[config.mk]
export PLATFORM = sky130hd
export DESIGN_NAME = motor_speed_command_sequencer
export DESIGN_NICKNAME = d
export VERILOG_FILES = /design/src/sv/msc_pkg.sv /design/src/sv/msc_front.sv /design/src/sv/msc_queue.sv /design/src/sv/msc_serializer.sv /design/src/sv/motor_speed_command_sequencer.sv
export SDC_FILE = /design/constraint.sdc
export NUM_CORES = 2
export LEC_CHECK = 0
export BUFFER_PORTS_ARGS = -buffer_cell sky130_fd_sc_hd__buf_2
export CAP_MARGIN = 20
export CORE_UTILIZATION = 25
export CTS_BUF_LIST = sky130_fd_sc_hd__clkbuf_8 sky130_fd_sc_hd__clkbuf_16
export CTS_CLUSTER_SIZE = 8
export DETAILED_ROUTE_END_ITERATION = 12
export HOLD_SLACK_MARGIN = 0.03
export PLACE_DENSITY = 0.35
export SLEW_MARGIN = 10
export SYNTH_ARGS = -nofsm -noshare
export SYNTH_HDL_FRONTEND = slang
export SYNTH_SLANG_ARGS = --single-unit
[constraint.sdc]
create_clock -name aclk -period 15.71 [get_ports aclk]
set_input_delay 0.7855 -clock aclk [delete_from_list [all_inputs] [get_ports aclk]]
set_output_delay 0.7855 -clock aclk [all_outputs]
set_load 0.005 [all_outputs]
[src/sv/msc_pkg.sv]
// ----------------------------------------------------------------------------
// msc_pkg: shared types and constants of the motor speed command sequencer
// Holds the configuration record, the unpacked pass record, the frame command
// that travels from the sequencer to the serializer, and the frame layout.
// ----------------------------------------------------------------------------
package msc_pkg;

    // register indexes on the configuration port
    localparam logic [2:0] CFG_MAX_SPEED  = 3'd0;
    localparam logic [2:0] CFG_MIN_SPEED  = 3'd1;
    localparam logic [2:0] CFG_HYSTERESIS = 3'd2;
    localparam logic [2:0] CFG_DIRECTION  = 3'd3;
    localparam logic [2:0] CFG_POLL       = 3'd4;
    localparam logic [2:0] CFG_RESUME     = 3'd5;
    localparam logic [2:0] CFG_RESUME_FLT = 3'd6;

    // register values after reset
    localparam logic [15:0] MAX_SPEED_RESET  = 16'd1800;
    localparam logic [15:0] MIN_SPEED_RESET  = 16'd300;
    localparam logic [15:0] HYSTERESIS_RESET = 16'd0;
    localparam logic        DIRECTION_RESET  = 1'b0;
    localparam logic [15:0] POLL_RESET       = 16'd100;
    localparam logic [15:0] RESUME_RESET     = 16'd1000;
    localparam logic [15:0] RESUME_FLT_RESET = 16'd5000;

    // stop monitor margin above minimum speed
    localparam logic [16:0] STOP_MARGIN_RPM = 17'd10;

    // demand scaling: floor(p / 10000) as (p * RECIP) >> RECIP_SHIFT, exact for p < 2^30
    localparam longint unsigned DEMAND_SCALE = 64'd10000;
    localparam int PROD1_BITS  = 30;
    localparam int RECIP_BITS  = 31;
    localparam int PROD2_BITS  = PROD1_BITS + RECIP_BITS;
    localparam int RECIP_SHIFT = 44;
    localparam longint unsigned RECIP =
        ((64'd1 << RECIP_SHIFT) + DEMAND_SCALE - 64'd1) / DEMAND_SCALE;

    // frame layout
    localparam int          FRAME_LEN  = 10;
    localparam int          IDX_BITS   = 4;
    localparam logic [7:0]  FRM_SYNC   = 8'h55;
    localparam logic [7:0]  FRM_ADDR   = 8'h03;
    localparam logic [7:0]  FRM_CMD    = 8'h21;
    localparam logic [7:0]  FRM_ZERO   = 8'h00;
    localparam logic [7:0]  FRM_TAIL   = 8'hCC;
    localparam logic [IDX_BITS-1:0] LAST_IDX = IDX_BITS'(FRAME_LEN - 1);

    // queue between sequencer and serializer
    localparam int QUEUE_DEPTH = 2;
    localparam int QPTR_BITS   = $clog2(QUEUE_DEPTH);
    localparam int QCNT_BITS   = $clog2(QUEUE_DEPTH + 1);

    typedef struct packed {
        logic [15:0] max_speed_rpm;
        logic [15:0] min_speed_rpm;
        logic [15:0] hysteresis_rpm;
        logic        configured_direction;
        logic [15:0] poll_period;
        logic [15:0] resume_period;
        logic [15:0] resume_period_fault;
    } cfg_t;

    typedef struct packed {
        logic        invert_direction;
        logic [15:0] drive_status;
        logic [15:0] measured_speed;
        logic [13:0] demand_percent;
        logic [31:0] now_time;
    } in_item_t;

    typedef struct packed {
        logic [15:0] speed;
        logic        direction;
        logic        motor_on;
        logic [15:0] reference_speed;
    } frame_cmd_t;

    // one byte of the speed frame at position idx
    function automatic logic [7:0] frame_byte_f(frame_cmd_t cmd, logic [IDX_BITS-1:0] idx);
        logic [7:0] b;
        unique case (idx)
            4'd0: b = FRM_SYNC;
            4'd1: b = FRM_ADDR;
            4'd2: b = FRM_CMD;
            4'd3: b = FRM_ZERO;
            4'd4: b = FRM_ZERO;
            4'd5: b = cmd.speed[15:8];
            4'd6: b = cmd.speed[7:0];
            4'd7: b = {7'd0, cmd.direction};
            4'd8: b = FRM_TAIL;
            4'd9: b = FRM_TAIL;
            default: b = FRM_ZERO;
        endcase
        return b;
    endfunction

endpackage

[src/sv/msc_front.sv]
// ----------------------------------------------------------------------------
// msc_front: sequencer step per scheduler pass
// Takes one pass, advances the sequencer one step and hands any speed frame
// to the queue as a command. A poll that is due goes through the multiply and
// divide states to scale the demand into a speed reference.
// ----------------------------------------------------------------------------
module msc_front #(
    parameter int TIME_BITS = 32
) (
    input  logic                aclk,
    input  logic                aresetn,
    input  msc_pkg::cfg_t       cfg,
    input  logic                in_valid,
    input  msc_pkg::in_item_t   in_item,
    output logic                in_ready,
    input  logic                q_full,
    output logic                push,
    output msc_pkg::frame_cmd_t push_cmd
);
    import msc_pkg::*;

    typedef enum logic [1:0] {F_IDLE, F_MUL, F_DIV} front_state_t;
    typedef enum logic [2:0] {
        PH_POLL, PH_START, PH_SPEED, PH_SLOW, PH_STOPMON, PH_RESUME, PH_RESET
    } phase_t;

    front_state_t           fstate_reg, fstate_next;
    phase_t                 phase_reg, phase_next;
    logic                   running_reg, running_next;
    logic                   dir_reg, dir_next;
    logic [15:0]            ref_reg, ref_next;
    logic [15:0]            fault_reg, fault_next;
    logic [TIME_BITS-1:0]   poll_dl_reg, poll_dl_next;
    logic [TIME_BITS-1:0]   resume_dl_reg, resume_dl_next;
    logic [PROD1_BITS-1:0]  prod1_reg, prod1_next;
    logic [PROD2_BITS-1:0]  prod2_reg, prod2_next;

    logic                   accept;
    logic [63:0]            now_wide, pp_wide, rp_wide, rpf_wide, poll_rst_wide;
    logic [TIME_BITS-1:0]   now_t, pp_t, rp_t, rpf_t, poll_rst_t;
    logic [16:0]            quo;
    logic [15:0]            ref_new;
    logic signed [17:0]     meas_ext, stop_lim, ref_ext, stop_thr;

    // wrap-safe deadline test
    function automatic logic reached(logic [TIME_BITS-1:0] now, logic [TIME_BITS-1:0] dl);
        logic [TIME_BITS-1:0] diff;
        diff = now - dl;
        return ~diff[TIME_BITS-1];
    endfunction

    // times and periods at the time width
    assign now_wide      = {32'd0, in_item.now_time};
    assign pp_wide       = {48'd0, cfg.poll_period};
    assign rp_wide       = {48'd0, cfg.resume_period};
    assign rpf_wide      = {48'd0, cfg.resume_period_fault};
    assign poll_rst_wide = {48'd0, POLL_RESET};
    assign now_t         = now_wide[TIME_BITS-1:0];
    assign pp_t          = pp_wide[TIME_BITS-1:0];
    assign rp_t          = rp_wide[TIME_BITS-1:0];
    assign rpf_t         = rpf_wide[TIME_BITS-1:0];
    assign poll_rst_t    = poll_rst_wide[TIME_BITS-1:0];

    // scaled reference with saturation
    assign quo     = prod2_reg[RECIP_SHIFT +: 17];
    assign ref_new = quo[16] ? 16'hFFFF : quo[15:0];

    // signed thresholds
    assign meas_ext = {{2{in_item.measured_speed[15]}}, in_item.measured_speed};
    assign stop_lim = signed'({1'b0, 17'(cfg.min_speed_rpm) + STOP_MARGIN_RPM});
    assign ref_ext  = signed'({2'b00, ref_new});
    assign stop_thr = signed'({2'b00, cfg.min_speed_rpm}) - signed'({2'b00, cfg.hysteresis_rpm});

    assign in_ready = (fstate_reg == F_IDLE) && !q_full;
    assign accept   = in_valid && in_ready;

    // sequencer step
    always_comb begin
        fstate_next    = fstate_reg;
        phase_next     = phase_reg;
        running_next   = running_reg;
        dir_next       = dir_reg;
        ref_next       = ref_reg;
        fault_next     = fault_reg;
        poll_dl_next   = poll_dl_reg;
        resume_dl_next = resume_dl_reg;
        prod1_next     = prod1_reg;
        prod2_next     = prod2_reg;
        push           = 1'b0;
        push_cmd.speed           = ref_reg;
        push_cmd.direction       = dir_reg;
        push_cmd.motor_on        = running_reg;
        push_cmd.reference_speed = ref_reg;

        unique case (fstate_reg)
            F_IDLE: begin
                if (accept) begin
                    unique case (phase_reg)
                        PH_START: begin
                            dir_next     = cfg.configured_direction ^ in_item.invert_direction;
                            running_next = 1'b1;
                            poll_dl_next = now_t + pp_t;
                            phase_next   = PH_POLL;
                        end
                        PH_SPEED: begin
                            push         = running_reg;
                            poll_dl_next = now_t + pp_t;
                            phase_next   = PH_POLL;
                        end
                        PH_SLOW: begin
                            push           = running_reg;
                            push_cmd.speed = cfg.min_speed_rpm;
                            phase_next     = PH_STOPMON;
                        end
                        PH_STOPMON: begin
                            push_cmd.speed = 16'd0;
                            if (!running_reg || fault_reg != 16'd0) begin
                                push           = 1'b1;
                                resume_dl_next = now_t + rpf_t;
                                phase_next     = PH_RESUME;
                            end else if (meas_ext <= stop_lim) begin
                                push           = 1'b1;
                                resume_dl_next = now_t + rp_t;
                                phase_next     = PH_RESUME;
                            end else if (ref_reg >= cfg.min_speed_rpm) begin
                                phase_next = PH_SPEED;
                            end
                        end
                        PH_RESUME: begin
                            if (reached(now_t, resume_dl_reg)) begin
                                resume_dl_next = '0;
                                running_next   = 1'b0;
                                phase_next     = PH_RESET;
                            end
                        end
                        PH_RESET: begin
                            if (ref_reg < cfg.min_speed_rpm) begin
                                phase_next = PH_POLL;
                            end
                        end
                        default: begin
                            // poll, and the unused code
                            phase_next = PH_POLL;
                            if (reached(now_t, poll_dl_reg)) begin
                                prod1_next  = PROD1_BITS'(in_item.demand_percent)
                                            * PROD1_BITS'(cfg.max_speed_rpm);
                                fault_next  = in_item.drive_status;
                                fstate_next = F_MUL;
                            end
                        end
                    endcase
                end
            end
            F_MUL: begin
                prod2_next  = PROD2_BITS'(prod1_reg) * PROD2_BITS'(RECIP_BITS'(RECIP));
                fstate_next = F_DIV;
            end
            F_DIV: begin
                ref_next    = ref_new;
                fstate_next = F_IDLE;
                if (!running_reg) begin
                    phase_next = (ref_new >= cfg.min_speed_rpm) ? PH_START : PH_SPEED;
                end else begin
                    phase_next = (ref_ext < stop_thr) ? PH_SLOW : PH_SPEED;
                end
            end
            default: begin
                fstate_next = F_IDLE;
            end
        endcase
    end

    // state and registered values
    always_ff @(posedge aclk) begin
        if (!aresetn) begin
            fstate_reg    <= F_IDLE;
            phase_reg     <= PH_POLL;
            running_reg   <= 1'b0;
            dir_reg       <= DIRECTION_RESET;
            ref_reg       <= 16'd0;
            fault_reg     <= 16'd0;
            poll_dl_reg   <= poll_rst_t;
            resume_dl_reg <= '0;
        end else begin
            fstate_reg    <= fstate_next;
            phase_reg     <= phase_next;
            running_reg   <= running_next;
            dir_reg       <= dir_next;
            ref_reg       <= ref_next;
            fault_reg     <= fault_next;
            poll_dl_reg   <= poll_dl_next;
            resume_dl_reg <= resume_dl_next;
        end
        prod1_reg <= prod1_next;
        prod2_reg <= prod2_next;
    end

    // scaling always runs multiply then reference update
    a_mul_then_div: assert property (@(posedge aclk) disable iff (!aresetn)
        fstate_reg == F_MUL |=> fstate_reg == F_DIV)
        else $error("scaling sequence broken");

    // no pass taken while the reference is being scaled
    a_busy_no_accept: assert property (@(posedge aclk) disable iff (!aresetn)
        fstate_reg != F_IDLE |-> !in_ready)
        else $error("pass accepted during scaling");

    // a frame command only comes from an accepted pass with queue room
    a_push_on_accept: assert property (@(posedge aclk) disable iff (!aresetn)
        push |-> (accept && !q_full))
        else $error("frame command without an accepted pass");

    // resume wait is left only with the motor marked stopped
    a_resume_exit: assert property (@(posedge aclk) disable iff (!aresetn)
        (phase_reg == PH_RESET) |-> !running_reg)
        else $error("reset wait with motor running");

endmodule

[src/sv/msc_queue.sv]
// ----------------------------------------------------------------------------
// msc_queue: short command queue
// Holds frame commands between the sequencer and the serializer so that
// each side stalls on its own.
// ----------------------------------------------------------------------------
module msc_queue (
    input  logic                aclk,
    input  logic                aresetn,
    input  logic                push,
    input  msc_pkg::frame_cmd_t push_cmd,
    input  logic                pop,
    output msc_pkg::frame_cmd_t head_cmd,
    output logic                empty,
    output logic                full
);
    import msc_pkg::*;

    frame_cmd_t             mem_reg [QUEUE_DEPTH];
    logic [QPTR_BITS-1:0]   wr_ptr_reg, wr_ptr_next;
    logic [QPTR_BITS-1:0]   rd_ptr_reg, rd_ptr_next;
    logic [QCNT_BITS-1:0]   count_reg, count_next;
    logic                   do_push, do_pop;

    assign empty    = (count_reg == '0);
    assign full     = (count_reg == QCNT_BITS'(QUEUE_DEPTH));
    assign head_cmd = mem_reg[rd_ptr_reg];
    assign do_push  = push && !full;
    assign do_pop   = pop && !empty;

    // pointer and fill count update
    always_comb begin
        wr_ptr_next = wr_ptr_reg;
        rd_ptr_next = rd_ptr_reg;
        count_next  = count_reg;
        if (do_push) begin
            wr_ptr_next = (wr_ptr_reg == QPTR_BITS'(QUEUE_DEPTH - 1)) ? '0 : wr_ptr_reg + 1'b1;
        end
        if (do_pop) begin
            rd_ptr_next = (rd_ptr_reg == QPTR_BITS'(QUEUE_DEPTH - 1)) ? '0 : rd_ptr_reg + 1'b1;
        end
        if (do_push && !do_pop) begin
            count_next = count_reg + 1'b1;
        end else if (do_pop && !do_push) begin
            count_next = count_reg - 1'b1;
        end
    end

    always_ff @(posedge aclk) begin
        if (!aresetn) begin
            wr_ptr_reg <= '0;
            rd_ptr_reg <= '0;
            count_reg  <= '0;
        end else begin
            wr_ptr_reg <= wr_ptr_next;
            rd_ptr_reg <= rd_ptr_next;
            count_reg  <= count_next;
        end
    end

    // entry storage
    always_ff @(posedge aclk) begin
        if (do_push) begin
            mem_reg[wr_ptr_reg] <= push_cmd;
        end
    end

    a_count_bound: assert property (@(posedge aclk) disable iff (!aresetn)
        count_reg <= QCNT_BITS'(QUEUE_DEPTH))
        else $error("queue fill count out of range");

    a_no_overflow: assert property (@(posedge aclk) disable iff (!aresetn)
        !(push && full))
        else $error("frame command pushed into full queue");

    a_no_underflow: assert property (@(posedge aclk) disable iff (!aresetn)
        !(pop && empty))
        else $error("pop from empty queue");

endmodule

[src/sv/msc_serializer.sv]
// ----------------------------------------------------------------------------
// msc_serializer: frame byte serializer
// Takes frame commands from the queue and sends each as ten bytes, one per
// output request, the tenth marked last.
// ----------------------------------------------------------------------------
module msc_serializer (
    input  logic                aclk,
    input  logic                aresetn,
    input  msc_pkg::frame_cmd_t head_cmd,
    input  logic                q_empty,
    output logic                pop,
    output logic                m_tvalid,
    input  logic                m_tready,
    output logic [31:0]         m_tdata,
    output logic                m_tlast
);
    import msc_pkg::*;

    logic                   active_reg, active_next;
    logic [IDX_BITS-1:0]    idx_reg, idx_next;
    frame_cmd_t             cmd_reg, cmd_next;
    logic                   at_last, free;

    assign at_last = (idx_reg == LAST_IDX);
    assign free    = !active_reg || (m_tready && at_last);
    assign pop     = free && !q_empty;

    // byte counter and command hold
    always_comb begin
        active_next = active_reg;
        idx_next    = idx_reg;
        cmd_next    = cmd_reg;
        if (pop) begin
            active_next = 1'b1;
            idx_next    = '0;
            cmd_next    = head_cmd;
        end else if (free) begin
            active_next = 1'b0;
        end else if (m_tready) begin
            idx_next = idx_reg + 1'b1;
        end
    end

    always_ff @(posedge aclk) begin
        if (!aresetn) begin
            active_reg <= 1'b0;
            idx_reg    <= '0;
        end else begin
            active_reg <= active_next;
            idx_reg    <= idx_next;
        end
        cmd_reg <= cmd_next;
    end

    // output byte with its running flag and reference
    assign m_tvalid = active_reg;
    assign m_tlast  = active_reg && at_last;
    assign m_tdata  = {7'd0, cmd_reg.reference_speed, cmd_reg.motor_on,
                       frame_byte_f(cmd_reg, idx_reg)};

    a_idx_bound: assert property (@(posedge aclk) disable iff (!aresetn)
        active_reg |-> (idx_reg <= LAST_IDX))
        else $error("byte index past end of frame");

    a_advance: assert property (@(posedge aclk) disable iff (!aresetn)
        (active_reg && m_tready && !at_last) |=> (active_reg && idx_reg == $past(idx_reg) + 1'b1))
        else $error("byte index did not advance");

    a_hold: assert property (@(posedge aclk) disable iff (!aresetn)
        (active_reg && !m_tready) |=> (active_reg && $stable(idx_reg)))
        else $error("byte index moved during stall");

endmodule

[src/sv/motor_speed_command_sequencer.sv]
// ----------------------------------------------------------------------------
// motor_speed_command_sequencer: speed command sequencer for a motor drive
// Runs one sequencer step per scheduler pass and sends speed command frames
// as a byte stream.
// ----------------------------------------------------------------------------
// Usage:
//   s_ channel: one scheduler pass per request (time, demand, measured speed,
//   drive status, invert input). m_ channel: frame bytes, ten per frame,
//   the tenth with m_tlast high; each byte also carries the running flag and
//   the latched speed reference.
//   A pass that polls at its deadline goes through the multiply and divide
//   states, the demand scaling using two multiplier stages. A pass that makes
//   a frame puts it in a two-entry queue; its first byte shows once the queue
//   holds it and the serializer has loaded it. Frames go out back to back, and
//   passes without frames are taken one per cycle while no poll is scaled.
//   s_tready drops while a poll is being scaled and while the queue is full;
//   a stall on m_tready holds the current byte and fills the queue.
//   After reset the registers hold their defaults, the sequencer waits in
//   poll with the motor stopped and the first poll due at tick 100.
//   The user writes registers via cfg_we, cfg_index and cfg_wdata only while
//   the block is idle (not enforced); indexes past the last register are ignored.
// ----------------------------------------------------------------------------
module motor_speed_command_sequencer #(
    parameter int TIME_BITS = 32
) (
    input  logic        aclk,
    input  logic        aresetn,
    // configuration writes
    input  logic        cfg_we,
    input  logic [2:0]  cfg_index,
    input  logic [15:0] cfg_wdata,
    // pass requests
    input  logic        s_tvalid,
    output logic        s_tready,
    input  logic [79:0] s_tdata,   // now_time[31:0], demand_percent[45:32],
                                   // measured_speed[61:46], drive_status[77:62],
                                   // invert_direction[78]
    // frame bytes
    output logic        m_tvalid,
    input  logic        m_tready,
    output logic [31:0] m_tdata,   // frame_byte[7:0], motor_on[8], reference_speed[24:9]
    output logic        m_tlast
);
    import msc_pkg::*;

    cfg_t       cfg_reg;
    in_item_t   in_item;
    logic       q_full, q_empty, push, pop;
    frame_cmd_t push_cmd, head_cmd;

    assign in_item = in_item_t'(s_tdata[78:0]);

    // configuration registers
    always_ff @(posedge aclk) begin
        if (!aresetn) begin
            cfg_reg.max_speed_rpm        <= MAX_SPEED_RESET;
            cfg_reg.min_speed_rpm        <= MIN_SPEED_RESET;
            cfg_reg.hysteresis_rpm       <= HYSTERESIS_RESET;
            cfg_reg.configured_direction <= DIRECTION_RESET;
            cfg_reg.poll_period          <= POLL_RESET;
            cfg_reg.resume_period        <= RESUME_RESET;
            cfg_reg.resume_period_fault  <= RESUME_FLT_RESET;
        end else if (cfg_we) begin
            unique case (cfg_index)
                CFG_MAX_SPEED:  cfg_reg.max_speed_rpm        <= cfg_wdata;
                CFG_MIN_SPEED:  cfg_reg.min_speed_rpm        <= cfg_wdata;
                CFG_HYSTERESIS: cfg_reg.hysteresis_rpm       <= cfg_wdata;
                CFG_DIRECTION:  cfg_reg.configured_direction <= cfg_wdata[0];
                CFG_POLL:       cfg_reg.poll_period          <= cfg_wdata;
                CFG_RESUME:     cfg_reg.resume_period        <= cfg_wdata;
                CFG_RESUME_FLT: cfg_reg.resume_period_fault  <= cfg_wdata;
                default: begin
                end
            endcase
        end
    end

    msc_front #(
        .TIME_BITS (TIME_BITS)
    ) u_front (
        .aclk     (aclk),
        .aresetn  (aresetn),
        .cfg      (cfg_reg),
        .in_valid (s_tvalid),
        .in_item  (in_item),
        .in_ready (s_tready),
        .q_full   (q_full),
        .push     (push),
        .push_cmd (push_cmd)
    );

    msc_queue u_queue (
        .aclk     (aclk),
        .aresetn  (aresetn),
        .push     (push),
        .push_cmd (push_cmd),
        .pop      (pop),
        .head_cmd (head_cmd),
        .empty    (q_empty),
        .full     (q_full)
    );

    msc_serializer u_ser (
        .aclk     (aclk),
        .aresetn  (aresetn),
        .head_cmd (head_cmd),
        .q_empty  (q_empty),
        .pop      (pop),
        .m_tvalid (m_tvalid),
        .m_tready (m_tready),
        .m_tdata  (m_tdata),
        .m_tlast  (m_tlast)
    );

endmodule
==> results.sh <==
export IMPL_tns_ns=0
export IMPL_vias=29100
export IMPL_period_needed_ns=9.11
export IMPL_endpoint="u_front.prod2_reg[54]"
export IMPL_hold_path_class="input port to register"
export IMPL_cts_resized=0
export IMPL_ys_ff_latch=358
export IMPL_slew_violations=0
export IMPL_ys_seq_area_share_pct=20.6
export IMPL_hold_viol=0
export IMPL_dp_cells=6586
export IMPL_async_flop_share_pct=0
export IMPL_synth_top_area_cell="fa_1"
export IMPL_ys_types=82
export IMPL_critPathSlowestCell="edfxtp_1"
export IMPL_ios=139
export IMPL_wl_per_cell_um=19.6
export IMPL_seqCellArea_um2=8660
export IMPL_start_util_pct=25.1
export IMPL_ctsHoldBuffers=0
export IMPL_critPathKind="register to register"
export IMPL_clkSinkCount=358
export IMPL_dp_hpwl_mm=107
export IMPL_cts_root_buffer="clkbuf_16"
export IMPL_synth_area_leaders="fa_1 27%, ha_1 18%, edfxtp_1 11%"
export IMPL_cts_setup_buffers=0
export IMPL_rows=150
export IMPL_clk_pin_slew_ns=0.05
export IMPL_die_x_um=412
export IMPL_cts_buffers=52
export IMPL_synth_edff_count=149
export IMPL_worst_ep_required_time_ns=16.05
export IMPL_drt_pass1_iter_count=5
export IMPL_die_area_um2=170000
export IMPL_path_delay_family="adder cells"
export IMPL_slowest_delay_ns=0.92
export IMPL_via_per_inst=4.35
export IMPL_port_buffers=130
export IMPL_cp_depth=25
export IMPL_worstSetupStartpoint="u_front.prod1_reg[22]"
export IMPL_syn_area_um2=42000
export IMPL_areaGrowthSynthToFinish_pct=11.0
export IMPL_gp_congestion=0.852
export IMPL_min_period_over_period_pct=58.0
export IMPL_initialDrtViolationCount=1319
export IMPL_clockBufferDepth=3
export IMPL_yosysWarnings=0
export IMPL_setup_viol=0
export IMPL_largest_reg_flops=97
export IMPL_fin_skew_ns=0.0355
export IMPL_htreeDepth=2
export IMPL_first_global_vias=31200
export IMPL_r2r_end="u_front.prod2_reg[54]"
export IMPL_cp_end_kind="register"
export IMPL_rr_startpoint="u_front.prod1_reg[22]"
export IMPL_max_freq_mhz=110
export IMPL_r2r_cells=25
export IMPL_postRouteAntennaNets=0
export IMPL_outcome="finished clean"
export IMPL_relSlewSlack_pct=29.6
export IMPL_rsz0062_at_grt="false"
export IMPL_die_y_um=412
export IMPL_grt_max_degree=77
export IMPL_hold_start="s_tdata[72]"
export IMPL_worstMarginPinSlew_ns=1.05
export IMPL_synthFlopType="dfxtp_1"
export IMPL_ff2ff_setup_slack_ns=6.60
export IMPL_grt_overflow=0
export IMPL_max_cap_violations=0
export IMPL_cp_start_kind="register"
export IMPL_core_area_um2=167000
export IMPL_yosys_area_top_type_share_pct=27.5
export IMPL_finalHoldWorstSlack_ns=0.405
export IMPL_fin_nets=5727
export IMPL_fin_cells=6674
export IMPL_cp_arrival_ns=9.45
export IMPL_wirelength_mm=131
export IMPL_cts_tree="yes"
export IMPL_avgSynthCellArea_um2=9.69
export IMPL_drive_above_1_share_pct=7.21
export IMPL_crit_path_max_fanout=8
export IMPL_grt_antenna_before_repair=5
export IMPL_path_buf_inv=6
export IMPL_drc=0
export IMPL_clk_latency_ns=0.63
export IMPL_multi_input_area_um2=29300
export IMPL_nFillCells=18000
export IMPL_grt_pass1_wl_mm=199
export IMPL_grt_usage_pct=15.7
export IMPL_netlist_instances=4337
kinds of logic (layout without fill, tap and decap cells):
kind of cell             Yosys count  in the layout  synth area share [%]
adder cells (fa/ha/maj)         1186           1186                  45.6
flip-flops                       358            358                  20.6
buffers and inverters           1040           1166                  9.67
XOR/XNOR                         138            138                  2.88
AND/OR/NAND/NOR                  974            974                  10.7
multiplexers                      68             68                  1.77
other                              1              8               0.00893
AO/OA/AOI/OAI                    572            572                  8.68
worst min path at each step:
stage,to,depth (start not counted)
CTS,u_front.fault_reg[9],3
global placement,cfg_reg[20],2
finish,u_front.fault_reg[10],3
floorplan,u_queue.mem_reg[0][17],0
detailed placement,u_queue.mem_reg[1][17],0
global route,u_front.fault_reg[6],3
worst reg2reg max path, cell delays in order, from the launching register on:
cell,delay [ns]
edfxtp_1,0.92
inv_1,0.25
ha_1,0.39
inv_1,0.25
ha_1,0.27
inv_1,0.09
fa_1,0.48
inv_1,0.05
fa_1,0.48
fa_1,0.52
fa_1,0.53
fa_1,0.56
inv_1,0.07
fa_1,0.53
inv_1,0.05
ha_1,0.32
nand4_1,0.12
nor3_1,0.52
nand4_1,0.15
o22ai_1,0.82
o211ai_1,0.23
a21boi_0,0.35
o21ai_0,0.16
a21boi_1,0.30
nor4_1,0.08
a311o_1,0.33
through the flow:
stage               cell area (um2)  worst slack (ns)  utilization (%)
floorplan                     42000              8.52                -
global placement              45100              6.61             27.0
detailed placement            45100              6.53             27.0
CTS                           46600              6.49             27.9
global route                  46600              5.95             27.9
finish                        46600              6.60             27.9
cell usage in the layout (no fill, tap or decap), types with 55 or more instances in the layout:
master,n
nand3_1,80
clkbuf_16,55
nand2_1,479
ha_1,609
o21ai_0,87
a21oi_1,244
dfxtp_1,209
nor2_1,114
edfxtp_1,149
inv_1,941
fa_1,577
and2_1,94
a21o_1,63
buf_2,130
xnor2_1,88
synth_stat cells (all sizes together), types with 24 or more instances:
| cell type | number |
|---|---|
| xnor2 | 88 |
| and3 | 27 |
| ha | 609 |
| a21o | 63 |
| and2 | 96 |
| fa | 577 |
| a21oi | 244 |
| dfxtp | 209 |
| edfxtp | 149 |
| inv | 915 |
| buf | 39 |
| o21ai | 93 |
| xor2 | 50 |
| nand3 | 80 |
| nand4 | 24 |
| nand2 | 479 |
| mux2 | 50 |
| nor2 | 116 |
| nor3 | 46 |
| clkbuf | 86 |
layout make-up:
cell class,instances,share of cell area (%)
multi-input combinational,2945,62.9
clock buffer,57,3.01
timing repair buffer,165,1.95
clock inverter,29,0.263
tap,2204,5.91
inverter,915,7.37
antenna,1,0.00537
sequential,358,18.6
layer usage:
metal | up-vias | wire (um) | GRT usage, % | part of all wire (%)
met5 | - | 29 | 0 | 0.022
met4 | 4 | 2300 | 3.05 | 1.8
met3 | 101 | 4080 | 1.93 | 3.1
met2 | 380 | 60200 | 25.7 | 46
met1 | 14400 | 64100 | 22.1 | 49
li1 | 14100 | - | - | -
Power is left out: the tool's default activity adds up to more than one toggle a clock period on the data nets, which glitch-free logic cannot reach.
